**src/sv/eth_vlan_ipv4_l4_header_parser_core_macros.svh**
```systemverilog
// assertion macros for the header parser
`ifndef ETH_VLAN_IPV4_L4_HEADER_PARSER_CORE_MACROS_SVH
`define ETH_VLAN_IPV4_L4_HEADER_PARSER_CORE_MACROS_SVH

// same-cycle implication
`define EVL4_ASSERT_NOW(name, clk, rst_n, ante, cons, msg) \
    name: assert property (@(posedge clk) disable iff (!rst_n) (ante) |-> (cons)) \
        else $error(msg);

// next-cycle implication
`define EVL4_ASSERT_NEXT(name, clk, rst_n, ante, cons, msg) \
    name: assert property (@(posedge clk) disable iff (!rst_n) (ante) |=> (cons)) \
        else $error(msg);

`endif

```
**src/sv/evl4_pkg.sv**
```systemverilog
// shared constants and status codes for the header parser
package evl4_pkg;

    localparam logic [15:0] ETYPE_CTAG = 16'h8100;
    localparam logic [15:0] ETYPE_STAG = 16'h88A8;
    localparam logic [15:0] ETYPE_IPV4 = 16'h0800;

    localparam logic [7:0] PROTO_TCP = 8'd6;
    localparam logic [7:0] PROTO_UDP = 8'd17;

    localparam int ETH_HDR_LEN   = 14;
    localparam int VLAN_TAG_LEN  = 4;
    localparam int IP_HDR_MAX    = 60;
    localparam int UDP_HDR_LEN   = 8;
    localparam int TCP_HDR_MIN   = 20;

    localparam logic [3:0] IHL_MIN     = 4'd5;
    localparam logic [3:0] TCP_OFF_MIN = 4'd5;

    typedef enum logic [3:0] {
        ST_L4_OK       = 4'd0,
        ST_NON_IPV4    = 4'd1,
        ST_OTHER_PROTO = 4'd2,
        ST_ETH_SHORT   = 4'd3,
        ST_VLAN_OVF    = 4'd4,
        ST_IP_SHORT    = 4'd5,
        ST_FRAGMENT    = 4'd6,
        ST_BAD_IHL     = 4'd7,
        ST_L4_SHORT    = 4'd8,
        ST_BAD_TCP_OFF = 4'd9
    } status_t;

    localparam int OUT_DATA_BITS = 168;

endpackage

```
**src/sv/eth_vlan_ipv4_l4_header_parser_core.sv**
```systemverilog
// ethernet / vlan / ipv4 / tcp-udp header parser, one byte per beat
//
//  channel   dir  width  contents
//  s_axis    in   8+1    packet byte in tdata, tlast on the final byte
//  m_axis    out  168    one parse result per packet, tdata fields listed at the port
//
//  one byte per cycle while the input register is not stalled; a byte is first captured
//  in the input register, then folded into the parser state, and a last byte loads the
//  result register in the same cycle as it is folded
//  the input register only stalls when it holds a last byte and the result register is full
//  rst_n is asynchronous and clears the parser, input and result registers
//  byte offsets saturate at 2^LENGTH_BITS - 1; lengths and offsets leave as 16 bits
`include "eth_vlan_ipv4_l4_header_parser_core_macros.svh"

module eth_vlan_ipv4_l4_header_parser_core
    import evl4_pkg::*;
#(
    parameter int MAX_VLAN_TAGS = 2,
    parameter int LENGTH_BITS   = 16
)
(
    input  logic         clk,
    input  logic         rst_n,

    input  logic         s_axis_tvalid,
    output logic         s_axis_tready,
    input  logic [7:0]   s_axis_tdata,   // [7:0] data_byte
    input  logic         s_axis_tlast,   // last_byte

    output logic         m_axis_tvalid,
    input  logic         m_axis_tready,
    // [3:0] status, [19:4] ethertype, [51:20] src_addr, [83:52] dst_addr,
    // [91:84] ip_proto, [107:92] src_port_out, [123:108] dst_port_out,
    // [131:124] flags_out, [147:132] payload_start, [163:148] trimmed_length,
    // [167:164] zero
    output logic [167:0] m_axis_tdata
);

    // widths that follow from the tag bound and the length counter
    localparam int VW   = $clog2(MAX_VLAN_TAGS + 1);
    localparam int L3W  = $clog2(ETH_HDR_LEN + VLAN_TAG_LEN * MAX_VLAN_TAGS + 1);
    localparam int L4W  = $clog2(ETH_HDR_LEN + VLAN_TAG_LEN * MAX_VLAN_TAGS + IP_HDR_MAX + 1);
    localparam int LW   = LENGTH_BITS;
    localparam int SW   = ((LENGTH_BITS > 16) ? LENGTH_BITS : 16) + 1;

    localparam logic [LW-1:0] LEN_MAX = {LW{1'b1}};

    typedef enum logic [3:0] {
        PH_ETH,
        PH_VLAN,
        PH_IPH,
        PH_IPOPT,
        PH_TCP,
        PH_UDP,
        PH_NONIP,
        PH_OTHER,
        PH_OVF,
        PH_FRAG,
        PH_IHL
    } phase_t;

    // input register
    logic           in_valid_reg;
    logic [7:0]     in_byte_reg;
    logic           in_last_reg;

    // parser state
    phase_t         phase_reg,      phase_next;
    logic [LW-1:0]  byte_count_reg, byte_count_next;
    logic [VW-1:0]  vlan_seen_reg,  vlan_seen_next;
    logic [15:0]    type_reg,       type_next;
    logic [L3W-1:0] l3_begin_reg,   l3_begin_next;
    logic [L4W-1:0] l4_begin_reg,   l4_begin_next;
    logic [3:0]     ihl_reg,        ihl_next;
    logic [15:0]    total_len_reg,  total_len_next;
    logic [13:0]    frag_reg,       frag_next;
    logic [7:0]     proto_reg,      proto_next;
    logic [31:0]    src_addr_reg,   src_addr_next;
    logic [31:0]    dst_addr_reg,   dst_addr_next;
    logic [15:0]    src_port_reg,   src_port_next;
    logic [15:0]    dst_port_reg,   dst_port_next;
    logic [3:0]     tcp_off_reg,    tcp_off_next;
    logic [7:0]     tcp_flags_reg,  tcp_flags_next;

    // result register
    logic           out_valid_reg;
    status_t        res_status_reg, res_status_next;
    logic [15:0]    res_pay_reg,    res_pay_next;
    logic [15:0]    res_trim_reg,   res_trim_next;
    logic [15:0]    res_etype_reg;
    logic [31:0]    res_src_reg;
    logic [31:0]    res_dst_reg;
    logic [7:0]     res_proto_reg;
    logic [15:0]    res_sport_reg;
    logic [15:0]    res_dport_reg;
    logic [7:0]     res_flags_reg;

    // handshake
    logic           out_free;
    logic           proc_fire;

    // datapath helpers
    logic [LW-1:0]  rel3;
    logic [LW-1:0]  rel4;
    logic           do_decide;
    logic           do_dispatch;
    phase_t         dispatch_phase;
    logic [SW-1:0]  len_ext;
    logic [SW-1:0]  limit;
    logic [SW-1:0]  trim_ip;
    logic [SW-1:0]  l3_ext;
    logic [SW-1:0]  l4_ext;
    logic [SW-1:0]  udp_end;
    logic [SW-1:0]  tcp_min_end;
    logic [SW-1:0]  tcp_end;
    logic [SW-1:0]  pay_full;
    logic [SW-1:0]  trim_full;

    // a byte is folded in unless it is a last byte facing a full result register
    assign out_free      = !out_valid_reg || m_axis_tready;
    assign proc_fire     = in_valid_reg && (!in_last_reg || out_free);
    assign s_axis_tready = !in_valid_reg || proc_fire;

    // l4 dispatch on the captured protocol byte
    always_comb
    begin
        if (proto_reg == PROTO_TCP)
            dispatch_phase = PH_TCP;
        else if (proto_reg == PROTO_UDP)
            dispatch_phase = PH_UDP;
        else
            dispatch_phase = PH_OTHER;
    end

    // next parser state for the byte in the input register
    always_comb
    begin
        phase_next      = phase_reg;
        vlan_seen_next  = vlan_seen_reg;
        type_next       = type_reg;
        l3_begin_next   = l3_begin_reg;
        l4_begin_next   = l4_begin_reg;
        ihl_next        = ihl_reg;
        total_len_next  = total_len_reg;
        frag_next       = frag_reg;
        proto_next      = proto_reg;
        src_addr_next   = src_addr_reg;
        dst_addr_next   = dst_addr_reg;
        src_port_next   = src_port_reg;
        dst_port_next   = dst_port_reg;
        tcp_off_next    = tcp_off_reg;
        tcp_flags_next  = tcp_flags_reg;
        do_decide       = 1'b0;
        do_dispatch     = 1'b0;

        byte_count_next = (byte_count_reg != LEN_MAX) ? byte_count_reg + LW'(1) : byte_count_reg;
        // offsets within the current header; the count never lags the header start here
        rel3 = byte_count_reg - LW'(l3_begin_reg);
        rel4 = byte_count_reg - LW'(l4_begin_reg);

        case (phase_reg)
            PH_ETH:
            begin
                if (byte_count_reg == LW'(12))
                    type_next = {in_byte_reg, 8'h00};
                else if (byte_count_reg == LW'(13))
                begin
                    type_next     = {type_reg[15:8], in_byte_reg};
                    l3_begin_next = L3W'(ETH_HDR_LEN);
                    do_decide     = 1'b1;
                end
            end
            PH_VLAN:
            begin
                if (rel3 == LW'(2))
                    type_next = {in_byte_reg, 8'h00};
                else if (rel3 == LW'(3))
                begin
                    type_next      = {type_reg[15:8], in_byte_reg};
                    l3_begin_next  = l3_begin_reg + L3W'(VLAN_TAG_LEN);
                    vlan_seen_next = vlan_seen_reg + VW'(1);
                    do_decide      = 1'b1;
                end
            end
            PH_IPH:
            begin
                if (rel3 == LW'(0))
                    ihl_next = in_byte_reg[3:0];
                else if (rel3 == LW'(2))
                    total_len_next = {in_byte_reg, 8'h00};
                else if (rel3 == LW'(3))
                    total_len_next = {total_len_reg[15:8], in_byte_reg};
                else if (rel3 == LW'(6))
                    frag_next = {in_byte_reg[5:0], 8'h00};
                else if (rel3 == LW'(7))
                    frag_next = {frag_reg[13:8], in_byte_reg};
                else if (rel3 == LW'(9))
                    proto_next = in_byte_reg;
                else if (rel3 >= LW'(12) && rel3 <= LW'(15))
                    src_addr_next = {src_addr_reg[23:0], in_byte_reg};
                else if (rel3 >= LW'(16) && rel3 <= LW'(19))
                    dst_addr_next = {dst_addr_reg[23:0], in_byte_reg};

                // twentieth header byte: fragment, then ihl, then dispatch or options
                if (rel3 == LW'(19))
                begin
                    if (frag_reg != 14'd0)
                        phase_next = PH_FRAG;
                    else if (ihl_reg < IHL_MIN)
                        phase_next = PH_IHL;
                    else
                    begin
                        l4_begin_next = L4W'(l3_begin_reg) + L4W'({ihl_reg, 2'b00});
                        if (ihl_reg == IHL_MIN)
                            do_dispatch = 1'b1;
                        else
                            phase_next = PH_IPOPT;
                    end
                end
            end
            PH_IPOPT:
            begin
                if ({1'b0, byte_count_reg} + (LW+1)'(1) >= (LW+1)'(l4_begin_reg))
                    do_dispatch = 1'b1;
            end
            PH_TCP, PH_UDP:
            begin
                if (rel4 <= LW'(1))
                    src_port_next = {src_port_reg[7:0], in_byte_reg};
                else if (rel4 <= LW'(3))
                    dst_port_next = {dst_port_reg[7:0], in_byte_reg};
                else if (phase_reg == PH_TCP && rel4 == LW'(12))
                    tcp_off_next = in_byte_reg[7:4];
                else if (phase_reg == PH_TCP && rel4 == LW'(13))
                    tcp_flags_next = in_byte_reg;
            end
            default:
            begin
            end
        endcase

        // ethertype decision after the outer header or a tag
        if (do_decide)
        begin
            if (type_next == ETYPE_CTAG || type_next == ETYPE_STAG)
                phase_next = (vlan_seen_next >= VW'(MAX_VLAN_TAGS)) ? PH_OVF : PH_VLAN;
            else if (type_next == ETYPE_IPV4)
                phase_next = PH_IPH;
            else
                phase_next = PH_NONIP;
        end

        if (do_dispatch)
            phase_next = dispatch_phase;
    end

    // result for a last byte, taken from the updated state
    always_comb
    begin
        len_ext     = SW'(byte_count_next);
        l3_ext      = SW'(l3_begin_next);
        l4_ext      = SW'(l4_begin_next);
        limit       = l3_ext + SW'(total_len_next);
        trim_ip     = (limit < len_ext) ? limit : len_ext;
        udp_end     = l4_ext + SW'(UDP_HDR_LEN);
        tcp_min_end = l4_ext + SW'(TCP_HDR_MIN);
        tcp_end     = l4_ext + SW'({tcp_off_next, 2'b00});

        pay_full        = l3_ext;
        trim_full       = len_ext;
        res_status_next = ST_IP_SHORT;

        case (phase_next)
            PH_ETH:
            begin
                res_status_next = ST_ETH_SHORT;
                pay_full        = '0;
            end
            PH_VLAN:  res_status_next = ST_ETH_SHORT;
            PH_NONIP: res_status_next = ST_NON_IPV4;
            PH_OVF:   res_status_next = ST_VLAN_OVF;
            PH_FRAG:  res_status_next = ST_FRAGMENT;
            PH_IHL:   res_status_next = ST_BAD_IHL;
            PH_IPH, PH_IPOPT:
                res_status_next = ST_IP_SHORT;
            PH_OTHER:
            begin
                res_status_next = ST_OTHER_PROTO;
                pay_full        = l4_ext;
                trim_full       = trim_ip;
            end
            PH_UDP:
            begin
                trim_full = trim_ip;
                if (trim_ip < udp_end)
                begin
                    res_status_next = ST_L4_SHORT;
                    pay_full        = l4_ext;
                end
                else
                begin
                    res_status_next = ST_L4_OK;
                    pay_full        = udp_end;
                end
            end
            PH_TCP:
            begin
                trim_full = trim_ip;
                pay_full  = l4_ext;
                if (trim_ip < tcp_min_end)
                    res_status_next = ST_L4_SHORT;
                else if (tcp_off_next < TCP_OFF_MIN)
                    res_status_next = ST_BAD_TCP_OFF;
                else if (trim_ip < tcp_end)
                    res_status_next = ST_L4_SHORT;
                else
                begin
                    res_status_next = ST_L4_OK;
                    pay_full        = tcp_end;
                end
            end
            default:
            begin
                res_status_next = ST_IP_SHORT;
            end
        endcase

        res_pay_next  = pay_full[15:0];
        res_trim_next = trim_full[15:0];
    end

    // input register, parser state and result register
    always_ff @(posedge clk or negedge rst_n)
    begin
        if (!rst_n)
        begin
            in_valid_reg   <= 1'b0;
            in_byte_reg    <= '0;
            in_last_reg    <= 1'b0;
            phase_reg      <= PH_ETH;
            byte_count_reg <= '0;
            vlan_seen_reg  <= '0;
            type_reg       <= '0;
            l3_begin_reg   <= '0;
            l4_begin_reg   <= '0;
            ihl_reg        <= '0;
            total_len_reg  <= '0;
            frag_reg       <= '0;
            proto_reg      <= '0;
            src_addr_reg   <= '0;
            dst_addr_reg   <= '0;
            src_port_reg   <= '0;
            dst_port_reg   <= '0;
            tcp_off_reg    <= '0;
            tcp_flags_reg  <= '0;
            out_valid_reg  <= 1'b0;
            res_status_reg <= ST_L4_OK;
            res_pay_reg    <= '0;
            res_trim_reg   <= '0;
            res_etype_reg  <= '0;
            res_src_reg    <= '0;
            res_dst_reg    <= '0;
            res_proto_reg  <= '0;
            res_sport_reg  <= '0;
            res_dport_reg  <= '0;
            res_flags_reg  <= '0;
        end
        else
        begin
            if (s_axis_tready)
            begin
                in_valid_reg <= s_axis_tvalid;
                if (s_axis_tvalid)
                begin
                    in_byte_reg <= s_axis_tdata;
                    in_last_reg <= s_axis_tlast;
                end
            end

            if (proc_fire && in_last_reg)
            begin
                // packet done: start clean for the next one
                phase_reg      <= PH_ETH;
                byte_count_reg <= '0;
                vlan_seen_reg  <= '0;
                type_reg       <= '0;
                l3_begin_reg   <= '0;
                l4_begin_reg   <= '0;
                ihl_reg        <= '0;
                total_len_reg  <= '0;
                frag_reg       <= '0;
                proto_reg      <= '0;
                src_addr_reg   <= '0;
                dst_addr_reg   <= '0;
                src_port_reg   <= '0;
                dst_port_reg   <= '0;
                tcp_off_reg    <= '0;
                tcp_flags_reg  <= '0;
            end
            else if (proc_fire)
            begin
                phase_reg      <= phase_next;
                byte_count_reg <= byte_count_next;
                vlan_seen_reg  <= vlan_seen_next;
                type_reg       <= type_next;
                l3_begin_reg   <= l3_begin_next;
                l4_begin_reg   <= l4_begin_next;
                ihl_reg        <= ihl_next;
                total_len_reg  <= total_len_next;
                frag_reg       <= frag_next;
                proto_reg      <= proto_next;
                src_addr_reg   <= src_addr_next;
                dst_addr_reg   <= dst_addr_next;
                src_port_reg   <= src_port_next;
                dst_port_reg   <= dst_port_next;
                tcp_off_reg    <= tcp_off_next;
                tcp_flags_reg  <= tcp_flags_next;
            end

            if (proc_fire && in_last_reg)
            begin
                out_valid_reg  <= 1'b1;
                res_status_reg <= res_status_next;
                res_pay_reg    <= res_pay_next;
                res_trim_reg   <= res_trim_next;
                res_etype_reg  <= type_next;
                res_src_reg    <= src_addr_next;
                res_dst_reg    <= dst_addr_next;
                res_proto_reg  <= proto_next;
                res_sport_reg  <= src_port_next;
                res_dport_reg  <= dst_port_next;
                res_flags_reg  <= tcp_flags_next;
            end
            else if (m_axis_tready)
            begin
                out_valid_reg <= 1'b0;
            end
        end
    end

    assign m_axis_tvalid = out_valid_reg;
    assign m_axis_tdata  = {4'b0000,
                            res_trim_reg,
                            res_pay_reg,
                            res_flags_reg,
                            res_dport_reg,
                            res_sport_reg,
                            res_proto_reg,
                            res_dst_reg,
                            res_src_reg,
                            res_etype_reg,
                            res_status_reg};

    // checks on the parser's own control
    `EVL4_ASSERT_NEXT(a_last_loads_result, clk, rst_n, proc_fire && in_last_reg,
        out_valid_reg, "last byte did not load the result register")
    `EVL4_ASSERT_NEXT(a_last_clears_state, clk, rst_n, proc_fire && in_last_reg,
        phase_reg == PH_ETH && byte_count_reg == '0 && vlan_seen_reg == '0,
        "parser state not cleared after last byte")
    `EVL4_ASSERT_NOW(a_stall_only_on_full, clk, rst_n, in_valid_reg && !proc_fire,
        in_last_reg && out_valid_reg && !m_axis_tready,
        "input register stalled without a full result register")
    `EVL4_ASSERT_NOW(a_tag_count_bound, clk, rst_n, phase_reg == PH_VLAN,
        vlan_seen_reg < VW'(MAX_VLAN_TAGS), "tag phase entered past the tag bound")

endmodule

```
**config.mk**
```make
export PLATFORM = sky130hd
export DESIGN_NAME = eth_vlan_ipv4_l4_header_parser_core
export DESIGN_NICKNAME = d
export VERILOG_FILES = /design/src/sv/evl4_pkg.sv /design/src/sv/eth_vlan_ipv4_l4_header_parser_core.sv
export VERILOG_INCLUDE_DIRS = /design/src /design/src/sv
export SDC_FILE = /design/constraint.sdc
export NUM_CORES = 1
export LEC_CHECK = 0
export ABC_AREA = 1
export BUFFER_PORTS_ARGS = -buffer_cell sky130_fd_sc_hd__buf_4
export CORE_MARGIN = 8
export CORE_UTILIZATION = 30
export CTS_BUF_LIST = sky130_fd_sc_hd__clkbuf_8 sky130_fd_sc_hd__clkbuf_16
export CTS_CLUSTER_DIAMETER = 30
export DETAILED_ROUTE_END_ITERATION = 16
export MAX_ROUTING_LAYER = met4
export PLACE_DENSITY = 0.57
export SLEW_MARGIN = 20
export SYNTH_ARGS = -nofsm -noshare
export SYNTH_HDL_FRONTEND = slang
export SYNTH_SLANG_ARGS = --single-unit
```
**constraint.sdc**
```tcl
create_clock -name clk -period 9.4 [get_ports clk]
set_input_delay 1.88 -clock clk [delete_from_list [all_inputs] [get_ports clk]]
set_output_delay 1.88 -clock clk [all_outputs]
set_load 0.01 [all_outputs]
```
# Word-level counts from Yosys, hierarchy flattened
# Cells that the tools add are included.
# word_totals
reg_bits	375
in_bits	13
out_inout_bits	170
# op_classes
add_sub_neg	11
n_lt_le_gt_ge	14
eq_ne	33
muxes	137
n_reduce_logical	30
# ops
op	n
$mux W32	21
$mux W16	22
$mux W8	24
$mux W4	26
$mux W14	7
$eq A16 B4 Y1 const B	5
$lt A17 B8 Y1	3
$mux W7	6
$eq A16 B16 Y1 const B	2
$eq A16 B2 Y1 const B	2
$eq A16 B3 Y1 const B	2
$pmux W16 S2	1
$pmux W4 S8	1
$pmux W8 S4	1
$mux W5	6
$eq A4 B3 Y1 const B	7
$add A16 B1 Y17 const B	1
$add A5 B16 Y17	1
$ge A17 B7 Y1	1
$lt A17 B16 Y1	1
$mux W17	1
$add A16 B1 Y16 const B	1
$eq A16 B12 Y1 const B	1
$eq A16 B5 Y1 const B	1
41 further kinds	81

# Longest topological paths before layout
# Gate-level depths: netlist (run 1).
# logic_depth
ltp_word	14
ltp_mapped	62
ltp_nobuf	62

# Least setup slack after synthesis (run 1)
# No wires, ideal clock.
# synth_timing
kind	register to register
from	reg byte_count_reg[0]
to	reg res_pay_reg[3]
setup_ps	116
arrival_ps	7326
required_ps	9284
slack_ps	1958
stages_incl_launch_ff	55
synth_period_minus_slack_ps	7442
cell_sequence	dfrtp_1 inv_1 ha_1 fa_1 inv_1 nand2_1 nand2_1 nand3_2 nand3_1 nand2_1 nor2_2 nand2_2 inv_2 nand3_4 inv_1 nand3_1 nor2_1 nor2_1 (+19 left out) a21oi_1 nand2_8 buf_8 o21ai_0 inv_1 ha_1 a21oi_1 o21ai_0 nand4_1 nand3_1 nor2_4 nand2_2 nand3_1 nand2_1 a21oi_1 nand2_1 nand2_1 nand2_1
# synth_between
elab_chain_len	14
elab_cells_between_ends	79
classes_between	add/sub: 8; order compare: 9; eq/ne: 13; mux: 45; reduce/logical: 4
# synth_lines
item	line	source
from (decl)	eth_vlan_ipv4_l4_header_parser_core.sv:69	logic [LW-1:0] byte_count_reg, byte_count_next;
from (signal assigned)	eth_vlan_ipv4_l4_header_parser_core.sv:403	byte_count_reg <= byte_count_next;
$sub A16 B5 Y16	eth_vlan_ipv4_l4_header_parser_core.sv:158	rel3 = byte_count_reg - LW'(l3_begin_reg);
$eq A16 B2 Y1	eth_vlan_ipv4_l4_header_parser_core.sv:177, eth_vlan_ipv4_l4_header_parser_core.sv:191	
$mux W8	eth_vlan_ipv4_l4_header_parser_core.sv:191	else if (rel3 == LW'(3))
$mux W16	eth_vlan_ipv4_l4_header_parser_core.sv:189	else if (rel3 == LW'(2))
$mux W16	eth_vlan_ipv4_l4_header_parser_core.sv:187	if (rel3 == LW'(0))
$mux W16	eth_vlan_ipv4_l4_header_parser_core.sv:161	case (phase_reg)
$add A5 B16 Y17	eth_vlan_ipv4_l4_header_parser_core.sv:263	limit = l3_ext + SW'(total_len_next);
$lt A17 B16 Y1	eth_vlan_ipv4_l4_header_parser_core.sv:264	trim_ip = (limit < len_ext) ? limit : len_ext;
$mux W17	eth_vlan_ipv4_l4_header_parser_core.sv:264	
$lt A17 B8 Y1	eth_vlan_ipv4_l4_header_parser_core.sv:314	else if (trim_ip < tcp_end)
$mux W8	eth_vlan_ipv4_l4_header_parser_core.sv:314	
$mux W8	eth_vlan_ipv4_l4_header_parser_core.sv:312	else if (tcp_off_next < TCP_OFF_MIN)
$mux W8	eth_vlan_ipv4_l4_header_parser_core.sv:310	if (trim_ip < tcp_min_end)
$pmux W8 S4 (*)	eth_vlan_ipv4_l4_header_parser_core.sv:273	case (phase_next)
to (signal assigned)	eth_vlan_ipv4_l4_header_parser_core.sv:424	res_pay_reg <= res_pay_next;
to (decl)	eth_vlan_ipv4_l4_header_parser_core.sv:88	logic [15:0] res_pay_reg, res_pay_next;
# Mark *: on every way between the ends. The rest lies on a longest branch, timed or not.
# A chain may end at the register's enable or synchronous reset.

# Final worst setup path (run 1)
# layout_timing
from	reg byte_count_reg[0]
to	reg res_pay_reg[6]
# The elaborated chain is that of the path after synthesis.

==> impl_metrics.json, run 1 <==
{
  "synthArstFlopShare_pct": 100.0,
  "fin_skew_ns": 0.02808,
  "syn_inst": 2673,
  "ir_drop_mv": 0.1245,
  "fillers": 7172,
  "clock_sinks": 367,
  "tightest_slew_ns": 1.024,
  "dp_cells": 3680,
  "rr_endpoint": "res_pay_reg[6]",
  "htree_levels": 3,
  "pwr-share-clk_pct": 54.6,
  "wire_per_inst_um": 17.74,
  "synth_seq_cells": 367,
  "grt_pass1_vias": 18294,
  "worstRegToRegCells": 57,
  "seqPwrFrac_pct": 27.9,
  "tns_ns": 0,
  "multiInputGateArea_mm2": 0.009907,
  "synth_top_flop_cell": "dfrtp_1",
  "yosysSeqAreaShare_pct": 43.85,
  "pin_count": 183,
  "cts-resized-gates": 0,
  "synth_edf_count": 0,
  "grt_max_degree": 136,
  "status": "complete, no violations",
  "post_cts_buffers": 0,
  "cp_slowest_stage_delay_ns": 0.42,
  "postRouteAntennaNets": 0,
  "fin_crit_sh_pct": 90.81,
  "crit_required_ns": 9.95,
  "final_nets": 2923,
  "hold_class": "reg -> reg",
  "synth_area_mm2": 0.02094,
  "hold_viol": 0,
  "drt-initial-drc-count": 1600,
  "cellPowerDensity_mw_per_mm2": 227.2,
  "start_kind": "flip-flop",
  "final_max_slew_viol_count": 0,
  "vias_per_cell": 4.874,
  "ys_warn_count": 0,
  "initial_utilization_pct": 30.11,
  "dp_hpwl_um": 47930,
  "vias": 18751,
  "ys_types": 65,
  "num_antenna_cells": 0,
  "worstSetupPathType": "reg -> reg",
  "drv_cap": 0,
  "setup_slack_ns": 0.8641,
  "cts_root_buf": "clkbuf_16",
  "ctsHoldBuffers": 0,
  "cts_made_buffers": 91,
  "cp-endpoint": "res_pay_reg[6]",
  "port_buffers": 170,
  "die_h_um": 280.2,
  "path_depth": 57,
  "period_needed_ns": 8.536,
  "syn_to_final_growth_pct": 25.58,
  "grt_pass1_wl_um": 107700,
  "overflow": 0,
  "avgSynthCellArea_um2": 7.835,
  "ff_latch_area_mm2": 0.009184,
  "gp_congestion": 0.9478,
  "cpMaxStageDelayCell": "dfrtp_1",
  "antenna_found_initial": 0,
  "p_leak_uw": 0.01299,
  "crit_fanout": 13,
  "cp_common_cell": "nand2_1",
  "finalWirelength_um": 68240,
  "rows": 97,
  "combPwrFrac_pct": 17.5,
  "cts_tree": "built",
  "power.internal_uw": 4198,
  "dieArea_mm2": 0.07852,
  "final_cells": 3847,
  "cpLargestDelayFamily": "simple AND/OR/NAND/NOR gates",
  "endpoint_kind": "flip-flop",
  "clk_path_buf_depth": 3,
  "grt_usage_pct": 17.64,
  "setup_viol": 0,
  "first_pass_iters": 6,
  "power.share.switching_pct": 29.75,
  "core_mm2": 0.06954,
  "drc": 0,
  "drive_above_1_share_pct": 16.62,
  "r2r_slack_ns": 0.86,
  "cp.arrival_ns": 9.09,
  "pre_cts_slack_ns": 0.8409,
  "slew_headroom_pct": 31.27,
  "crit_start": "byte_count_reg[0]",
  "layout_commonest_cell": "nand2_1",
  "final_cell_mix": "nand2_1, dfrtp_1, inv_1",
  "cts.reportedPaths.clkPinSlew_ns": 0.05,
  "critPathBufInv": 9,
  "max_freq_mhz": 117.2,
  "fp.dieW_um": 280.2,
  "rsz0062_at_grt": "no",
  "regToRegStartpoint": "byte_count_reg[0]",
  "clock_latency_ns": 0.63,
  "p_sw_uw": 1777,
  "whs_path_depth": 1
}
-- power by group through the flow --
stage / registers (µW) / clock network (µW) / logic (µW)
after floorplan: 1680 / 0 / 756
after detailed placement: 1690 / 0 / 1040
after global placement: 1690 / 0 / 1040
final: 1670 / 3260 / 1040
after CTS: 1670 / 3320 / 1050
after global routing: 1670 / 3410 / 1160
-- how the worst min path moves through the flow --
stage	to	slack, ns	startpoint
after floorplan	vlan_seen_reg[0]	0.43	vlan_seen_reg[0]
after global placement	vlan_seen_reg[0]	0.46	vlan_seen_reg[0]
after detailed placement	frag_reg[3]	0.47	frag_reg[3]
after CTS	vlan_seen_reg[0]	0.47	vlan_seen_reg[0]
after global routing	vlan_seen_reg[0]	0.49	vlan_seen_reg[0]
final	vlan_seen_reg[0]	0.47	vlan_seen_reg[0]
-- cell type report --
class                           instances  share of cell area, %
Multi-Input combinational cell       1840                  37.67
Sequential cell                       367                  34.92
Clock buffer                          110                  9.739
Timing Repair Buffer                  194                  5.662
Inverter                              339                  4.867
Tap cell                              940                  4.472
Clock inverter                         57                  2.669
-- per-stage QoR --
| stage | area, µm² | total power [µW] | hold WS (ns) | util [%] |
|---|---|---|---|---|
| 6_report | 26300 | 5975 | 0.4706 | 37.82 |
| 5_1_grt | 26300 | 6246 | 0.4869 | 37.82 |
| 4_1_cts | 26280 | 6039 | 0.4738 | 37.78 |
| 3_5_place_dp | 23010 | 2735 | 0.4674 | 33.09 |
| 3_3_place_gp | 23010 | 2735 | 0.4605 | 33.09 |
| 2_1_floorplan | 20980 | 2437 | 0.4341 | - |
-- cell usage after synthesis (7+ instances only) --
| cell type | number | area [µm²] |
|---|---|---|
| nand2_2 | 26 | 162.7 |
| nand4_1 | 40 | 250.2 |
| o211ai_1 | 7 | 52.55 |
| ha_1 | 72 | 900.9 |
| o22ai_1 | 135 | 844.6 |
| buf_6 | 9 | 101.4 |
| nor2_1 | 149 | 559.3 |
| o21ai_0 | 290 | 1451 |
| nor3_1 | 23 | 115.1 |
| dfrtp_1 | 367 | 9184 |
| nand3_1 | 116 | 580.6 |
| a21oi_1 | 125 | 625.6 |
| o31ai_1 | 7 | 52.55 |
| inv_1 | 316 | 1186 |
| o21ai_1 | 31 | 155.2 |
| clkbuf_1 | 101 | 379.1 |
| buf_4 | 16 | 120.1 |
| nor2_2 | 16 | 100.1 |
| nand3_2 | 11 | 110.1 |
| nor4_1 | 10 | 62.56 |
| inv_2 | 16 | 60.06 |
| nand2_4 | 13 | 146.4 |
| xor2_1 | 26 | 227.7 |
| nor2_4 | 16 | 180.2 |
| nand2_1 | 635 | 2384 |
-- logic make-up after synthesis --
logic type | after synthesis | synth area share, %
simple gates | 1081 | 23.72
compound gates | 638 | 17.02
other cells | 1 | 0.01791
buf+inv | 477 | 9.272
flops | 367 | 43.85
fa+ha+maj | 77 | 4.780
xor+xnor | 32 | 1.338
-- layer usage --
layer	up-vias	share of wire, %	GRT usage (%)
met1	8947	46	23.39
met4	0	2.6	5.493
met3	111	5.3	2.935
li1	9195	-	-
met5	-	0	-
met2	498	46	27.46
Power figures use the tool's default switching activity.
==> inputs of run 2 (changes only) <==
CORE_MARGIN = 3   (was 8)
CTS_BUF_LIST = sky130_fd_sc_hd__clkbuf_4 sky130_fd_sc_hd__clkbuf_8   (was sky130_fd_sc_hd__clkbuf_8 sky130_fd_sc_hd__clkbuf_16)
==> impl_metrics.json, run 2 (synthesis results as in run 1) <==
{
  "status": "complete, no violations",
  "cts.reportedPaths.clkPinSlew_ns": 0.05,
  "final_nets": 2928,
  "dp_hpwl_um": 47670,
  "p_leak_uw": 0.01250,
  "fin_crit_sh_pct": 90.82,
  "fp.dieW_um": 270.2,
  "clock_sinks": 367,
  "tightest_slew_ns": 1.061,
  "wire_per_inst_um": 17.70,
  "clk_path_buf_depth": 3,
  "pin_count": 183,
  "syn_to_final_growth_pct": 20.68,
  "endpoint_kind": "flip-flop",
  "fin_skew_ns": 0.05144,
  "hold_ws_ns": 0.4782,
  "grt_pass1_wl_um": 107200,
  "overflow": 0,
  "vias_per_cell": 4.902,
  "drv_cap": 0,
  "dp_cells": 3672,
  "crit_start": "byte_count_reg[0]",
  "cp_common_cell": "nand2_1",
  "antenna_found_initial": 1,
  "cpLargestDelayFamily": "simple AND/OR/NAND/NOR gates",
  "crit_fanout": 13,
  "postRouteAntennaNets": 0,
  "grt_pass1_vias": 18213,
  "rows": 96,
  "pwr-share-clk_pct": 46.5,
  "max_freq_mhz": 117.1,
  "period_needed_ns": 8.537,
  "final_max_slew_viol_count": 0,
  "setup_viol": 0,
  "first_pass_iters": 5,
  "power.internal_uw": 3356,
  "cpMaxStageDelayCell": "dfrtp_1",
  "cp.arrival_ns": 9.14,
  "htree_levels": 3,
  "ctsHoldBuffers": 0,
  "final_cell_mix": "nand2_1, dfrtp_1, inv_1",
  "layout_commonest_cell": "nand2_1",
  "initial_utilization_pct": 30.43,
  "die_h_um": 270.2,
  "core_mm2": 0.06883,
  "cp_slowest_stage_delay_ns": 0.42,
  "regToRegStartpoint": "byte_count_reg[0]",
  "vias": 18876,
  "rsz0062_at_grt": "no",
  "drive_above_1_share_pct": 17.37,
  "start_kind": "flip-flop",
  "clock_latency_ns": 0.71,
  "hold_viol": 0,
  "seqPwrFrac_pct": 33.0,
  "drt-initial-drc-count": 1474,
  "critPathBufInv": 9,
  "slew_headroom_pct": 28.68,
  "drc": 0,
  "final_cells": 3851,
  "cellPowerDensity_mw_per_mm2": 199.7,
  "post_cts_buffers": 0,
  "ir_drop_mv": 0.09205,
  "p_sw_uw": 1691,
  "port_buffers": 170,
  "fillers": 7164,
  "combPwrFrac_pct": 20.5,
  "crit_required_ns": 10.00,
  "cts_tree": "built",
  "grt_max_degree": 121,
  "tns_ns": 0,
  "cts_root_buf": "clkbuf_8",
  "cts_made_buffers": 95,
  "finalWirelength_um": 68150,
  "power.share.switching_pct": 33.50,
  "dieArea_mm2": 0.07302,
  "gp_congestion": 0.9134,
  "grt_usage_pct": 18.86,
  "hold_class": "reg -> reg",
  "worstSetupPathType": "reg -> reg",
  "hp-start": "src_port_reg[15]"
}
[run 2: worst reg2reg max path: cells and delay by family, from the launching register on]
kind	cells	cell delay, ns
flip-flops	1	0.42
buffers and inverters	9	0.81
XOR/XNOR	1	0.26
AO/OA/AOI/OAI	11	1.76
AND/OR/NAND/NOR	30	3.24
adder cells (fa/ha/maj)	6	1.98
[run 2: cell type report]
type | instances | area (µm²) | area share, %
Antenna cell | 1 | 2.502 | 0.009901
Clock buffer | 123 | 1637 | 6.475
Clock inverter | 55 | 625.6 | 2.475
Inverter | 339 | 1280 | 5.064
Multi-Input combinational cell | 1840 | 9902 | 39.18
Sequential cell | 367 | 9184 | 36.34
Tap cell | 931 | 1165 | 4.609
Timing Repair Buffer | 195 | 1479 | 5.852
[run 2: per-stage QoR]
stage	power (µW)	util [%]	cell area, µm²	worst slack, ns
2_1_floorplan	2437	-	20980	1.958
3_3_place_gp	2727	33.39	22980	0.9475
3_5_place_dp	2725	33.39	22980	0.6759
4_1_cts	5103	36.68	25250	0.6292
5_1_grt	5303	36.72	25270	0.003042
6_report	5047	36.72	25270	0.8626
[run 2: path summary, 6_finish.rpt]
check / end / slack, ns / depth (start not counted)
max: res_pay_reg[6] / 0.86 / 57
min: src_port_reg[15] / 0.48 / 2
max reg2reg: res_pay_reg[6] / 0.86 / 57
min reg2reg: src_port_reg[15] / 0.48 / 2
max in group asynchronous: res_src_reg[16] / 6.81 / 2
min in group asynchronous: total_len_reg[9] / 1.23 / 1
[run 2: routing by layer]
| metal | global-route usage (%) | wire length, µm | vias to the layer above | share of wire (%) |
|---|---|---|---|---|
| li1 | - | - | 9233 | - |
| met1 | 25.06 | 31020 | 9010 | 46 |
| met2 | 29.71 | 31750 | 529 | 47 |
| met3 | 3.313 | 3859 | 104 | 5.7 |
| met4 | 5.125 | 1523 | 0 | 2.2 |
| met5 | - | 0 | - | 0 |
[run 2: what timing repair did]
item	in CTS	in global routing
hold endpoints to repair	0	0
setup endpoints to repair	0	7
gates resized for setup	0	5
[run 2: power by group through the flow]
| stage | combinational (µW) | clock [µW] | sequential (µW) |
|---|---|---|---|
| after floorplan | 756 | 0 | 1680 |
| after global placement | 1030 | 0 | 1690 |
| after detailed placement | 1030 | 0 | 1690 |
| after CTS | 1040 | 2400 | 1670 |
| after global routing | 1140 | 2490 | 1670 |
| final | 1030 | 2350 | 1670 |
